--- config.mk ---
export PLATFORM = sky130hd
export DESIGN_NAME = spiral_order_matrix_reader_top
export DESIGN_NICKNAME = d
export VERILOG_FILES = /design/src/sv/somr_pkg.sv /design/src/sv/somr_front.sv /design/src/sv/somr_cmd_queue.sv /design/src/sv/somr_back.sv /design/src/sv/spiral_order_matrix_reader_top.sv
export SDC_FILE = /design/constraint.sdc
export NUM_CORES = 2
export LEC_CHECK = 0
export BUFFER_PORTS_ARGS = -buffer_cell sky130_fd_sc_hd__buf_4
export CORE_ASPECT_RATIO = 0.75
export CORE_UTILIZATION = 33
export CTS_BUF_LIST = sky130_fd_sc_hd__clkbuf_4
export CTS_CLUSTER_SIZE = 10
export DETAILED_ROUTE_END_ITERATION = 7
export GPL_ROUTABILITY_DRIVEN = 1
export PLACE_DENSITY = 0.5
export SLEW_MARGIN = 40
export SYNTH_ARGS = -nofsm -noshare
export SYNTH_HDL_FRONTEND = slang
export SYNTH_SLANG_ARGS = --single-unit
export TNS_END_PERCENT = 50
--- constraint.sdc ---
create_clock -name clk -period 8.25 [get_ports clk]
set_clock_uncertainty 0.1 [all_clocks]
set_input_delay 1.2375 -clock clk [delete_from_list [all_inputs] [get_ports clk]]
set_output_delay 1.2375 -clock clk [all_outputs]
set_load 0.02 [all_outputs]
--- src/sv/somr_pkg.sv ---
// Shared types and constants for the spiral order matrix reader.
`default_nettype none

package somr_pkg;

    localparam int DATA_W      = 32;
    localparam int DIM_W       = 4;
    localparam int TOTAL_W     = 2 * DIM_W;
    localparam int CFG_IDX_W   = 1;
    localparam int DEF_MAX_ROWS = 8;
    localparam int DEF_MAX_COLS = 8;

    localparam logic [CFG_IDX_W-1:0] REG_ROW_COUNT    = 1'd0;
    localparam logic [CFG_IDX_W-1:0] REG_COLUMN_COUNT = 1'd1;

    localparam logic [DIM_W-1:0] DIM_RESET = 4'd8;

    // one pending spiral burst
    typedef struct packed {
        logic [DIM_W-1:0]   rows;
        logic [DIM_W-1:0]   cols;
        logic [TOTAL_W-1:0] total;
    } cmd_t;

endpackage

`default_nettype wire

--- src/sv/somr_front.sv ---
// Front end: configuration registers, element loading and burst command issue.
`default_nettype none

module somr_front #(
    parameter int MAX_ROWS = somr_pkg::DEF_MAX_ROWS,
    parameter int MAX_COLS = somr_pkg::DEF_MAX_COLS
) (
    input  wire logic                            clk,
    input  wire logic                            rst_n,
    input  wire logic                            cfg_we,
    input  wire logic [somr_pkg::CFG_IDX_W-1:0]  cfg_index,
    input  wire logic [somr_pkg::DIM_W-1:0]      cfg_data,
    input  wire logic                            in_valid,
    output logic                                 in_stall,
    input  wire logic [somr_pkg::DATA_W-1:0]     element_value,
    output logic                                 wr_en,
    output logic [((MAX_ROWS*MAX_COLS) > 1 ? $clog2(MAX_ROWS*MAX_COLS) : 1)-1:0] wr_addr,
    output logic [somr_pkg::DATA_W-1:0]          wr_data,
    output logic                                 cmd_push,
    output somr_pkg::cmd_t                       cmd,
    input  wire logic                            cmd_full,
    input  wire logic                            burst_done
);

    localparam int DEPTH   = MAX_ROWS * MAX_COLS;
    localparam int AW      = DEPTH > 1 ? $clog2(DEPTH) : 1;
    localparam int CW      = $clog2(DEPTH + 1);
    localparam int CMPW    = CW > somr_pkg::TOTAL_W ? CW : somr_pkg::TOTAL_W;
    localparam int DIM_MAX = (1 << somr_pkg::DIM_W) - 1;
    localparam int ROW_LIM = MAX_ROWS < DIM_MAX ? MAX_ROWS : DIM_MAX;
    localparam int COL_LIM = MAX_COLS < DIM_MAX ? MAX_COLS : DIM_MAX;
    localparam logic [somr_pkg::DIM_W-1:0] ROW_LIM_V = somr_pkg::DIM_W'(ROW_LIM);
    localparam logic [somr_pkg::DIM_W-1:0] COL_LIM_V = somr_pkg::DIM_W'(COL_LIM);
    localparam logic [somr_pkg::DIM_W-1:0] DIM_ONE   = somr_pkg::DIM_W'(1);

    logic [somr_pkg::DIM_W-1:0]   row_count_reg;
    logic [somr_pkg::DIM_W-1:0]   column_count_reg;
    logic [CW-1:0]                load_count_reg;
    logic [CW-1:0]                load_count_next;
    logic                         busy_reg;
    logic                         busy_next;
    logic [somr_pkg::DIM_W-1:0]   rows;
    logic [somr_pkg::DIM_W-1:0]   cols;
    logic [somr_pkg::TOTAL_W-1:0] total;
    logic                         accept;
    logic                         matrix_end;

    // clamp dimensions into the supported range
    always_comb
    begin
        if (row_count_reg == '0)
            rows = DIM_ONE;
        else if (row_count_reg > ROW_LIM_V)
            rows = ROW_LIM_V;
        else
            rows = row_count_reg;

        if (column_count_reg == '0)
            cols = DIM_ONE;
        else if (column_count_reg > COL_LIM_V)
            cols = COL_LIM_V;
        else
            cols = column_count_reg;
    end

    assign total = somr_pkg::TOTAL_W'(rows) * somr_pkg::TOTAL_W'(cols);

    // hold input while a burst still reads the store or the command queue is full
    assign in_stall   = busy_reg || cmd_full;
    assign accept     = in_valid && !in_stall;
    assign matrix_end = CMPW'(load_count_reg + CW'(1)) == CMPW'(total);

    assign wr_en   = accept;
    assign wr_addr = load_count_reg[AW-1:0];
    assign wr_data = element_value;

    assign cmd_push   = accept && matrix_end;
    assign cmd.rows   = rows;
    assign cmd.cols   = cols;
    assign cmd.total  = total;

    always_comb
    begin
        load_count_next = load_count_reg;
        busy_next       = busy_reg;
        if (burst_done)
            busy_next = 1'b0;
        if (cfg_we)
        begin
            load_count_next = '0;
        end
        else if (accept)
        begin
            if (matrix_end)
            begin
                load_count_next = '0;
                busy_next       = 1'b1;
            end
            else
            begin
                load_count_next = load_count_reg + CW'(1);
            end
        end
    end

    always_ff @(posedge clk or negedge rst_n)
    begin
        if (!rst_n)
        begin
            row_count_reg    <= somr_pkg::DIM_RESET;
            column_count_reg <= somr_pkg::DIM_RESET;
            load_count_reg   <= '0;
            busy_reg         <= 1'b0;
        end
        else
        begin
            if (cfg_we)
            begin
                case (cfg_index)
                    somr_pkg::REG_ROW_COUNT:    row_count_reg    <= cfg_data;
                    somr_pkg::REG_COLUMN_COUNT: column_count_reg <= cfg_data;
                    default: ;
                endcase
            end
            load_count_reg <= load_count_next;
            busy_reg       <= busy_next;
        end
    end

endmodule

`default_nettype wire

--- src/sv/somr_cmd_queue.sv ---
// Two-entry command queue between the load front end and the spiral back end.
`default_nettype none

module somr_cmd_queue (
    input  wire logic            clk,
    input  wire logic            rst_n,
    input  wire logic            push,
    input  somr_pkg::cmd_t       push_cmd,
    output logic                 full,
    input  wire logic            pop,
    output somr_pkg::cmd_t       head_cmd,
    output logic                 not_empty
);

    somr_pkg::cmd_t entry_reg [2];
    logic           wr_ptr_reg;
    logic           rd_ptr_reg;
    logic [1:0]     count_reg;
    logic           do_push;
    logic           do_pop;

    assign full      = count_reg == 2'd2;
    assign not_empty = count_reg != 2'd0;
    assign head_cmd  = entry_reg[rd_ptr_reg];
    assign do_push   = push && !full;
    assign do_pop    = pop && not_empty;

    always_ff @(posedge clk)
    begin
        if (do_push)
            entry_reg[wr_ptr_reg] <= push_cmd;
    end

    always_ff @(posedge clk or negedge rst_n)
    begin
        if (!rst_n)
        begin
            wr_ptr_reg <= 1'b0;
            rd_ptr_reg <= 1'b0;
            count_reg  <= 2'd0;
        end
        else
        begin
            if (do_push)
                wr_ptr_reg <= !wr_ptr_reg;
            if (do_pop)
                rd_ptr_reg <= !rd_ptr_reg;
            count_reg <= count_reg + {1'b0, do_push} - {1'b0, do_pop};
        end
    end

endmodule

`default_nettype wire

--- src/sv/somr_back.sv ---
// Back end: matrix store, spiral address walker and output buffer.
`default_nettype none

module somr_back #(
    parameter int MAX_ROWS = somr_pkg::DEF_MAX_ROWS,
    parameter int MAX_COLS = somr_pkg::DEF_MAX_COLS
) (
    input  wire logic                         clk,
    input  wire logic                         rst_n,
    input  wire logic                         wr_en,
    input  wire logic [((MAX_ROWS*MAX_COLS) > 1 ? $clog2(MAX_ROWS*MAX_COLS) : 1)-1:0] wr_addr,
    input  wire logic [somr_pkg::DATA_W-1:0]  wr_data,
    input  somr_pkg::cmd_t                    cmd,
    input  wire logic                         cmd_valid,
    output logic                              cmd_pop,
    output logic                              burst_done,
    output logic                              out_valid,
    input  wire logic                         out_stall,
    output logic [somr_pkg::DATA_W-1:0]       out_value,
    output logic                              last_of_run
);

    localparam int DEPTH = MAX_ROWS * MAX_COLS;
    localparam int AW    = DEPTH > 1 ? $clog2(DEPTH) : 1;
    localparam int DW    = somr_pkg::DIM_W;
    localparam int TW    = somr_pkg::TOTAL_W;

    localparam logic [1:0] DIR_RIGHT = 2'd0;
    localparam logic [1:0] DIR_DOWN  = 2'd1;
    localparam logic [1:0] DIR_LEFT  = 2'd2;
    localparam logic [1:0] DIR_UP    = 2'd3;

    logic [somr_pkg::DATA_W-1:0] mem [DEPTH];
    logic [somr_pkg::DATA_W-1:0] rd_data_reg;
    logic                        inflight_reg;
    logic                        last_pend_reg;

    logic          active_reg, active_next;
    logic [1:0]    dir_reg, dir_next;
    logic [DW-1:0] r_reg, r_next;
    logic [DW-1:0] c_reg, c_next;
    logic [DW-1:0] top_reg, top_next;
    logic [DW-1:0] bottom_reg, bottom_next;
    logic [DW-1:0] left_reg, left_next;
    logic [DW-1:0] right_reg, right_next;
    logic [AW-1:0] addr_reg, addr_next;
    logic [AW-1:0] stride_reg, stride_next;
    logic [TW-1:0] rem_reg, rem_next;

    logic [somr_pkg::DATA_W-1:0] fifo_value [2];
    logic                        fifo_last [2];
    logic                        fifo_wr_reg;
    logic                        fifo_rd_reg;
    logic [1:0]                  fifo_count_reg;
    logic                        out_pop;
    logic [1:0]                  occupancy;
    logic                        rd_en;
    logic                        final_read;

    // issue a read only if its data has a free buffer slot on arrival
    assign out_pop    = out_valid && !out_stall;
    assign occupancy  = fifo_count_reg + {1'b0, inflight_reg} - {1'b0, out_pop};
    assign rd_en      = active_reg && (occupancy < 2'd2);
    assign final_read = rem_reg == TW'(1);
    assign cmd_pop    = !active_reg && cmd_valid;
    assign burst_done = rd_en && final_read;

    always_ff @(posedge clk)
    begin
        if (wr_en)
            mem[wr_addr] <= wr_data;
        if (rd_en)
        begin
            rd_data_reg   <= mem[addr_reg];
            last_pend_reg <= final_read;
        end
    end

    // spiral walk: run along an edge, then shrink the bound and turn clockwise
    always_comb
    begin
        active_next = active_reg;
        dir_next    = dir_reg;
        r_next      = r_reg;
        c_next      = c_reg;
        top_next    = top_reg;
        bottom_next = bottom_reg;
        left_next   = left_reg;
        right_next  = right_reg;
        addr_next   = addr_reg;
        stride_next = stride_reg;
        rem_next    = rem_reg;
        if (cmd_pop)
        begin
            active_next = 1'b1;
            dir_next    = DIR_RIGHT;
            r_next      = '0;
            c_next      = '0;
            top_next    = '0;
            left_next   = '0;
            bottom_next = cmd.rows - DW'(1);
            right_next  = cmd.cols - DW'(1);
            addr_next   = '0;
            stride_next = AW'(cmd.cols);
            rem_next    = cmd.total;
        end
        else if (rd_en)
        begin
            rem_next = rem_reg - TW'(1);
            if (final_read)
            begin
                active_next = 1'b0;
            end
            else
            begin
                case (dir_reg)
                    DIR_RIGHT:
                    begin
                        if (c_reg < right_reg)
                        begin
                            c_next    = c_reg + DW'(1);
                            addr_next = addr_reg + AW'(1);
                        end
                        else
                        begin
                            top_next  = top_reg + DW'(1);
                            dir_next  = DIR_DOWN;
                            r_next    = r_reg + DW'(1);
                            addr_next = addr_reg + stride_reg;
                        end
                    end
                    DIR_DOWN:
                    begin
                        if (r_reg < bottom_reg)
                        begin
                            r_next    = r_reg + DW'(1);
                            addr_next = addr_reg + stride_reg;
                        end
                        else
                        begin
                            right_next = right_reg - DW'(1);
                            dir_next   = DIR_LEFT;
                            c_next     = c_reg - DW'(1);
                            addr_next  = addr_reg - AW'(1);
                        end
                    end
                    DIR_LEFT:
                    begin
                        if (c_reg > left_reg)
                        begin
                            c_next    = c_reg - DW'(1);
                            addr_next = addr_reg - AW'(1);
                        end
                        else
                        begin
                            bottom_next = bottom_reg - DW'(1);
                            dir_next    = DIR_UP;
                            r_next      = r_reg - DW'(1);
                            addr_next   = addr_reg - stride_reg;
                        end
                    end
                    DIR_UP:
                    begin
                        if (r_reg > top_reg)
                        begin
                            r_next    = r_reg - DW'(1);
                            addr_next = addr_reg - stride_reg;
                        end
                        else
                        begin
                            left_next = left_reg + DW'(1);
                            dir_next  = DIR_RIGHT;
                            c_next    = c_reg + DW'(1);
                            addr_next = addr_reg + AW'(1);
                        end
                    end
                    default: ;
                endcase
            end
        end
    end

    always_ff @(posedge clk)
    begin
        dir_reg    <= dir_next;
        r_reg      <= r_next;
        c_reg      <= c_next;
        top_reg    <= top_next;
        bottom_reg <= bottom_next;
        left_reg   <= left_next;
        right_reg  <= right_next;
        addr_reg   <= addr_next;
        stride_reg <= stride_next;
        if (inflight_reg)
        begin
            fifo_value[fifo_wr_reg] <= rd_data_reg;
            fifo_last[fifo_wr_reg]  <= last_pend_reg;
        end
    end

    always_ff @(posedge clk or negedge rst_n)
    begin
        if (!rst_n)
        begin
            active_reg     <= 1'b0;
            rem_reg        <= '0;
            inflight_reg   <= 1'b0;
            fifo_wr_reg    <= 1'b0;
            fifo_rd_reg    <= 1'b0;
            fifo_count_reg <= 2'd0;
        end
        else
        begin
            active_reg   <= active_next;
            rem_reg      <= rem_next;
            inflight_reg <= rd_en;
            if (inflight_reg)
                fifo_wr_reg <= !fifo_wr_reg;
            if (out_pop)
                fifo_rd_reg <= !fifo_rd_reg;
            fifo_count_reg <= fifo_count_reg + {1'b0, inflight_reg} - {1'b0, out_pop};
        end
    end

    assign out_valid   = fifo_count_reg != 2'd0;
    assign out_value   = fifo_value[fifo_rd_reg];
    assign last_of_run = fifo_last[fifo_rd_reg];

endmodule

`default_nettype wire

--- src/sv/spiral_order_matrix_reader_top.sv ---
// After the last element is taken, its command passes the queue to the walker; each read is registered, then buffered.
// Throughput: one element loaded per cycle while in_stall is low, one result per cycle while out_stall is low;
// the matrix store has one read port, so the results of a burst are read one after another.
// Input is held from the last element until the final read of the burst is issued,
// so the next matrix does not overwrite the store before the burst has read it.
// Reset: rst_n clears counters, queue and buffers and sets both dimensions to 8.
`default_nettype none

module spiral_order_matrix_reader_top #(
    parameter int MAX_ROWS = somr_pkg::DEF_MAX_ROWS,
    parameter int MAX_COLS = somr_pkg::DEF_MAX_COLS
) (
    input  wire logic                            clk,
    input  wire logic                            rst_n,
    input  wire logic                            cfg_we,
    input  wire logic [somr_pkg::CFG_IDX_W-1:0]  cfg_index,
    input  wire logic [somr_pkg::DIM_W-1:0]      cfg_data,
    input  wire logic                            in_valid,
    output logic                                 in_stall,
    input  wire logic signed [somr_pkg::DATA_W-1:0] element_value,
    output logic                                 out_valid,
    input  wire logic                            out_stall,
    output logic signed [somr_pkg::DATA_W-1:0]   out_value,
    output logic                                 last_of_run
);

    localparam int DEPTH = MAX_ROWS * MAX_COLS;
    localparam int AW    = DEPTH > 1 ? $clog2(DEPTH) : 1;

    logic                        wr_en;
    logic [AW-1:0]               wr_addr;
    logic [somr_pkg::DATA_W-1:0] wr_data;
    logic                        cmd_push;
    somr_pkg::cmd_t              push_cmd;
    logic                        cmd_full;
    logic                        cmd_pop;
    somr_pkg::cmd_t              head_cmd;
    logic                        cmd_valid;
    logic                        burst_done;
    logic [somr_pkg::DATA_W-1:0] out_word;

    somr_front #(
        .MAX_ROWS (MAX_ROWS),
        .MAX_COLS (MAX_COLS)
    ) u_front (
        .clk           (clk),
        .rst_n         (rst_n),
        .cfg_we        (cfg_we),
        .cfg_index     (cfg_index),
        .cfg_data      (cfg_data),
        .in_valid      (in_valid),
        .in_stall      (in_stall),
        .element_value (element_value),
        .wr_en         (wr_en),
        .wr_addr       (wr_addr),
        .wr_data       (wr_data),
        .cmd_push      (cmd_push),
        .cmd           (push_cmd),
        .cmd_full      (cmd_full),
        .burst_done    (burst_done)
    );

    somr_cmd_queue u_queue (
        .clk       (clk),
        .rst_n     (rst_n),
        .push      (cmd_push),
        .push_cmd  (push_cmd),
        .full      (cmd_full),
        .pop       (cmd_pop),
        .head_cmd  (head_cmd),
        .not_empty (cmd_valid)
    );

    somr_back #(
        .MAX_ROWS (MAX_ROWS),
        .MAX_COLS (MAX_COLS)
    ) u_back (
        .clk         (clk),
        .rst_n       (rst_n),
        .wr_en       (wr_en),
        .wr_addr     (wr_addr),
        .wr_data     (wr_data),
        .cmd         (head_cmd),
        .cmd_valid   (cmd_valid),
        .cmd_pop     (cmd_pop),
        .burst_done  (burst_done),
        .out_valid   (out_valid),
        .out_stall   (out_stall),
        .out_value   (out_word),
        .last_of_run (last_of_run)
    );

    assign out_value = out_word;

endmodule

`default_nettype wire
After elaboration in Yosys (flattened, before gate mapping)
Memories as Yosys holds them, arrays and structs flattened. A register that Yosys moved wholly into a read port is not among the register bits.
Index checks and enable logic that the tools add are counted.
{"block": "classes", "add_sub_neg": 21, "n_mul": 1, "magnitude_cmp": 7, "eq_ne": 17, "n_mux": 52, "bitwise": 4, "reduce_logical": 38}
{"operator": "2-to-1 mux 4 bit", "n": 22}
{"operator": "one-hot mux 4 bit (4 select lines)", "n": 2}
{"operator": "2-to-1 mux 6 bit", "n": 4}
{"operator": "one-hot mux 6 bit (4 select lines)", "n": 1}
{"operator": "subtractor 4 x 1 -> 4 bit, second input constant", "n": 6}
{"operator": "2-to-1 mux 7 bit", "n": 3}
{"operator": "AND reduction 6 bit", "n": 3}
{"operator": "adder 4 x 1 -> 4 bit, second input constant", "n": 4}
{"operator": "2-to-1 mux 8 bit", "n": 2}
{"operator": "AND reduction 4 bit", "n": 4}
{"operator": "inequality test 2 bit, second input constant", "n": 7}
{"operator": "nonzero test 2 bit", "n": 7}
{"operator": "2-to-1 mux 1 bit", "n": 13}
{"operator": "adder 7 x 1 -> 8 bit, second input constant", "n": 1}
{"operator": "== test 8 x 1 -> 1 bit, second input constant", "n": 1}
{"operator": "== test 8 bit", "n": 1}
{"operator": "> comparator 4 bit", "n": 2}
{"operator": "> comparator 4 bit, second input constant", "n": 2}
{"operator": "logical AND 1 bit", "n": 8}
{"operator": "logical NOT 1 bit", "n": 8}
{"operator": "logical NOT 4 bit", "n": 2}
{"operator": "less-than comparator 4 bit", "n": 2}
{"operator": "multiplier 4 x 4 -> 8 bit", "n": 1}
{"operator": "2-to-1 mux 2 bit", "n": 4}
{"operator": "17 further kinds", "n": 30}
{"block": "totals", "register_bits": 71, "ramBits": 2146, "in_bits": 42, "wordCells": 167, "memories": 4}
{"name": "u_back.mem", "words": 64, "width": 32, "read_ports": 1, "rd_clocked_by_memory_dff": 1, "write_ports": 1, "line": "somr_back.sv:33", "text": "logic [somr_pkg::DATA_W-1:0] mem [DEPTH];"}
{"name": "u_back.fifo_value", "words": 2, "width": 32, "read_ports": 1, "rd_clocked_by_memory_dff": 0, "write_ports": 1, "line": "somr_back.sv:50", "text": "logic [somr_pkg::DATA_W-1:0] fifo_value [2];"}
{"name": "u_queue.entry_reg", "words": 2, "width": 16, "read_ports": 1, "rd_clocked_by_memory_dff": 0, "write_ports": 1, "line": "somr_cmd_queue.sv:15", "text": "somr_pkg::cmd_t entry_reg [2];"}
{"name": "u_back.fifo_last", "words": 2, "width": 1, "read_ports": 1, "rd_clocked_by_memory_dff": 0, "write_ports": 1, "line": "somr_back.sv:51", "text": "logic fifo_last [2];"}

Longest topological paths before layout
{"block": "logic_depth", "ltp_word": 10, "depth_mapped": 17, "depth_no_buf": 17}

By module
Synthesis repeated with hierarchy kept, for this count alone.
{"block": "hier_totals", "cells_unflattened": 4112, "hier_area_um2": 88185.8}
{"mod": "somr_back", "instances": 1, "cells_per_inst": 3851, "area_per_inst_um2": 85055.3}
{"mod": "somr_front", "instances": 1, "cells_per_inst": 193, "area_per_inst_um2": 1730.4}
{"mod": "somr_cmd_queue", "instances": 1, "cells_per_inst": 68, "area_per_inst_um2": 1400.1}

Least setup slack after synthesis
OpenSTA, ideal clock, no wires.
{"block": "synth_path", "path_type": "register to register", "from": "register u_front.row_count_reg[1] in the netlist's numbering", "to": "memory u_queue.entry_reg[0][0] in the netlist's numbering (enable)", "setup_time_ps": 409, "arrival_ps": 5035, "t_required_ps": 7741, "slack_ps": 2706, "path_stages_with_launch": 15, "path_buffers": 0, "period_less_slack_ps": 5544, "path_cell_list": "dfrtp_1 o21ba_2 or2_2 inv_1 nand2_1 fa_1 inv_1 fa_1 fa_1 and3_1 or3_1 nand4_1 or4b_4 or3_4 nor3_1"}
{"item": "start: declaration", "line": "somr_front.sv:36", "text": "logic [somr_pkg::DIM_W-1:0] row_count_reg;"}
{"item": "start signal: assignment", "line": "somr_front.sv:110", "text": "row_count_reg <= somr_pkg::DIM_RESET;"}
{"item": "start signal: assignment", "line": "somr_front.sv:120", "text": "somr_pkg::REG_ROW_COUNT: row_count_reg <= cfg_data;"}
{"item": "end: declaration", "line": "somr_cmd_queue.sv:15"}

==> run metrics <==
total via count after detailed routing between 40000 and 50000; power share of the clock group 0.285; initial drt markers around 4200; worst path required time around 9 ns; Mapped Avg Cell Area about 22 sq um; worst skew pair latency roughly 1.2 ns; count of filler cells inserted in the layout about 24000; Post-route DRC 0; GR Util All Layers 0.1767; total global routing overflow 0; gate count after technology mapping roughly 3900; top-area cell type share of the netlist area 0.7494; Die Wd between 500 and 600 um; reg2reg end u_queue.entry_reg[0][13]; adder-cell share of the synthesized area 0.009805; Max Cap Viol 0; initial antenna violation count 10; Cell variety after synth between 70 and 80; Std-Cell Core Area 0.2637 sq mm; synth top area cells edfxtp_1, mux4_2, dfrtp_1, ha_1, mux2_2; total length of routed wires ~240000 um; weighted congestion reported at the end of routability-driven placement 0.7457; library cell contributing the largest single delay on the critical path fa_1; DIE AREA 0.2681 sq mm; critical path peak fanout 10; shortest clock period the worst path allows after layout between 5 and 6 ns; deepest level of the CTS H-tree 6; cell row count 163; CTS Root Cell clkbuf_4; worst setup path startpoint u_front.row_count_reg[1]; classification of the worst-slack hold path in -> reg; Async SR Flop Fraction 0.01512; TritonCTS clock tree built; total negative slack 0 ns; Reg2Reg Setup Slack 3.09 ns; flip-flop and latch count after synthesis about 2200; most repeated cell in the gate-level netlist after synthesis edfxtp_1; cell internal pwr about 23 mW; pins over their slew limit 0; Synth Warn # 0; global-route wire length before repair about 340000 um; sum of net half-perimeters after detailed placement ~130000 um; Sink Count approximately 2200; number of routed nets with antenna violations 0; number of global-route vias before repair 44300; endpoints failing setup 0; via count normalized by instance count 5.152; ordered list of cells on the worst path o21ba_2 -> or2_2 -> inv_1 -> nand2_1 -> fa_1 -> inv_1 -> fa_1 -> fa_1 -> and3_1 -> or3_1 -> nand4_1 -> or4b_4 -> or3_4 -> nor3_4 -> buf_6; chip height roughly 450 um; number of detailed-routing iterations run before antenna repair 5; DR WL/cell 28.44 um; register area share after synthesis 0.7646; cell type with the highest occurrence count on the critical path fa_1; cell type with the largest total area after synthesis edfxtp_1; most flop-heavy register u_back.mem; most common flop cell mapped by yosys edfxtp_1; pre-CTS setup slack 2.961 ns; share of the synthesized area in compound gates (AO/OA/AOI/OAI) 0.01712; Static Leak ~32 nW; minimum hold slack roughly 0.27 ns; quantity of I/O buffers inserted on ports 76; Post-synth EDFFs between 2000 and 2500; relative slew slack 0.3988; multiplexer area fraction after synthesis 0.1708; Area growth, synth to finish 14.95%; setup ws final between 3 and 4 ns; net switching power around 11 mW; number of cells on the worst reg-to-reg path 15; termination of the worst setup path u_queue.entry_reg[0][13]; outcome finished, final reports clean; startpoint kind of the worst setup timing path register; maximum clock rate ~0.19 GHz; period utilisation layout 0.6257; PnR Total Power ~33 mW; slew of the pin with the lowest slew margin ~0.90 ns; part of the total power dissipated in sequential elements 0.412; simple logic cell fraction of the synthesized area 0.01999; final core occ 0.3827; Clk pin slew, worst setup/hold paths around 0.080 ns; Worst path max stage delay around 0.50 ns; RSZ-0062 raised after global routing false; Crit Path Category reg -> reg; Hold Violations, Final 0; total nets after synthesis 4016; Worst R2R Start u_front.row_count_reg[1]; I/O pins 77; count of nets after finishing 4578; main combinational cell family by area after synthesis multiplexers; most frequent cells after synthesis edfxtp_1, mux4_2, nand2_1; starting density of the core 0.3329; ratio of cells with drive above 1 in the final layout 0.3798; clock buffer count from CTS approximately 560; largest registers u_back.mem x2048, u_back.fifo_value x64; max FFs per register 2048; post-CTS setup-driven buffer insertion count 0; power per cell area 331.2 mW/mm^2; arrival time at the worst endpoint slightly below 6 ns; post-synthesis cell area approximately 0.088 sq mm; xor/xnor share of the synthesized area 0.004860; maximum vdd drop around 0.00034 V; pin count of the biggest net entering global routing 105; number of buffers between clock root and the deepest sink 4; proportion of power drawn by combinational gates 0.302; switching part of the total 0.3180; sort of element at the end of the critical path register
[layout make-up]
type,instances,area (sq um),area share
clock buffers,809,6073,0.06018
flip-flops and latches,2249,67150,0.6654
well taps,3547,4438,0.04397
multi-input cells,1404,20100,0.1992
repair buffers,199,1888,0.01871
inverters,54,203.9,0.002021
clock inverters,140,1040,0.01030
diodes,10,25.02,0.0002479
[cells by family after synthesis]
family,Yosys count
flops,2249
buf+inv,257
fa+ha+maj,64
mux,707
simple gates,364
compound gates,222
xor+xnor,47
[worst max-delay path, delay by kind of cell (launching register included)]
family / cells / cell delay (ns)
buffers and inverters: 3 / 0.39
AND/OR/NAND/NOR: 8 / 2.34
AO/OA/AOI/OAI: 1 / 0.23
flip-flops: 1 / 0.39
adder cells (fa/ha/maj): 3 / 1.40
[worst min-delay path by stage]
stage,startpoint,to,slack [ns],depth (start not counted)
finish,cfg_we,u_front.load_count_reg[4],0.27,2
CTS,cfg_we,u_front.load_count_reg[4],0.13,2
global placement,u_back.rd_data_reg[5],u_back.fifo_value[0][5],0.33,0
floorplan,u_back.last_pend_reg,u_back.fifo_last[0],0.32,0
global route,cfg_we,u_front.load_count_reg[4],0.16,2
detailed placement,u_back.rd_data_reg[5],u_back.fifo_value[1][5],0.34,0
[per-stage QoR]
step           cell area [sq um]  std cells
2_1_floorplan              87800       3910
3_3_place_gp               93330       7434
3_5_place_dp               93590       7443
4_1_cts                   100700       8393
5_1_grt                   100900       8407
6_report                  100900       8412
[cells in the final DEF (no fill, tap or decap), types with 27 or more instances in the layout]
cell / n
a211oi_1: 43
a21oi_1: 44
a31oi_1: 30
buf_4: 157
clkbuf_4: 809
clkinv_1: 92
dfrtp_1: 30
edfxtp_1: 2191
ha_1: 56
inv_1: 52
mux2_2: 52
mux2i_1: 27
mux4_2: 628
nand2_1: 107
nor2_1: 40
nor2_4: 66
nor2b_1: 43
o21ai_0: 31
xnor2_1: 28
[power groups by stage]
stage	Combinational [mW]	Sequential, mW	Clock [mW]
after global placement	10.2	14.1	0
after floorplan	7.00	13.6	0
after detailed placement	10.2	14.1	0
after global routing	10.8	13.8	10.4
after CTS	10.2	13.8	9.84
final	10.1	13.8	9.54
[what timing repair did]
item / CTS / global route
endpoints found under the hold margin: 32 / 0
gates resized for setup: 0 / 0
hold buffers: 1 / 0
[routing by layer]
layer | up-vias | wire (um) | part of all wire | track usage
li1 | 17980 | - | - | -
met1 | 23570 | 109600 | 0.46 | 0.2579
met2 | 1511 | 109900 | 0.46 | 0.2666
met3 | 275 | 15730 | 0.066 | 0.04102
met4 | 6 | 3951 | 0.017 | 0.04387
met5 | - | 31 | 0.00013 | 0
Power figures use the tool's default switching activity.
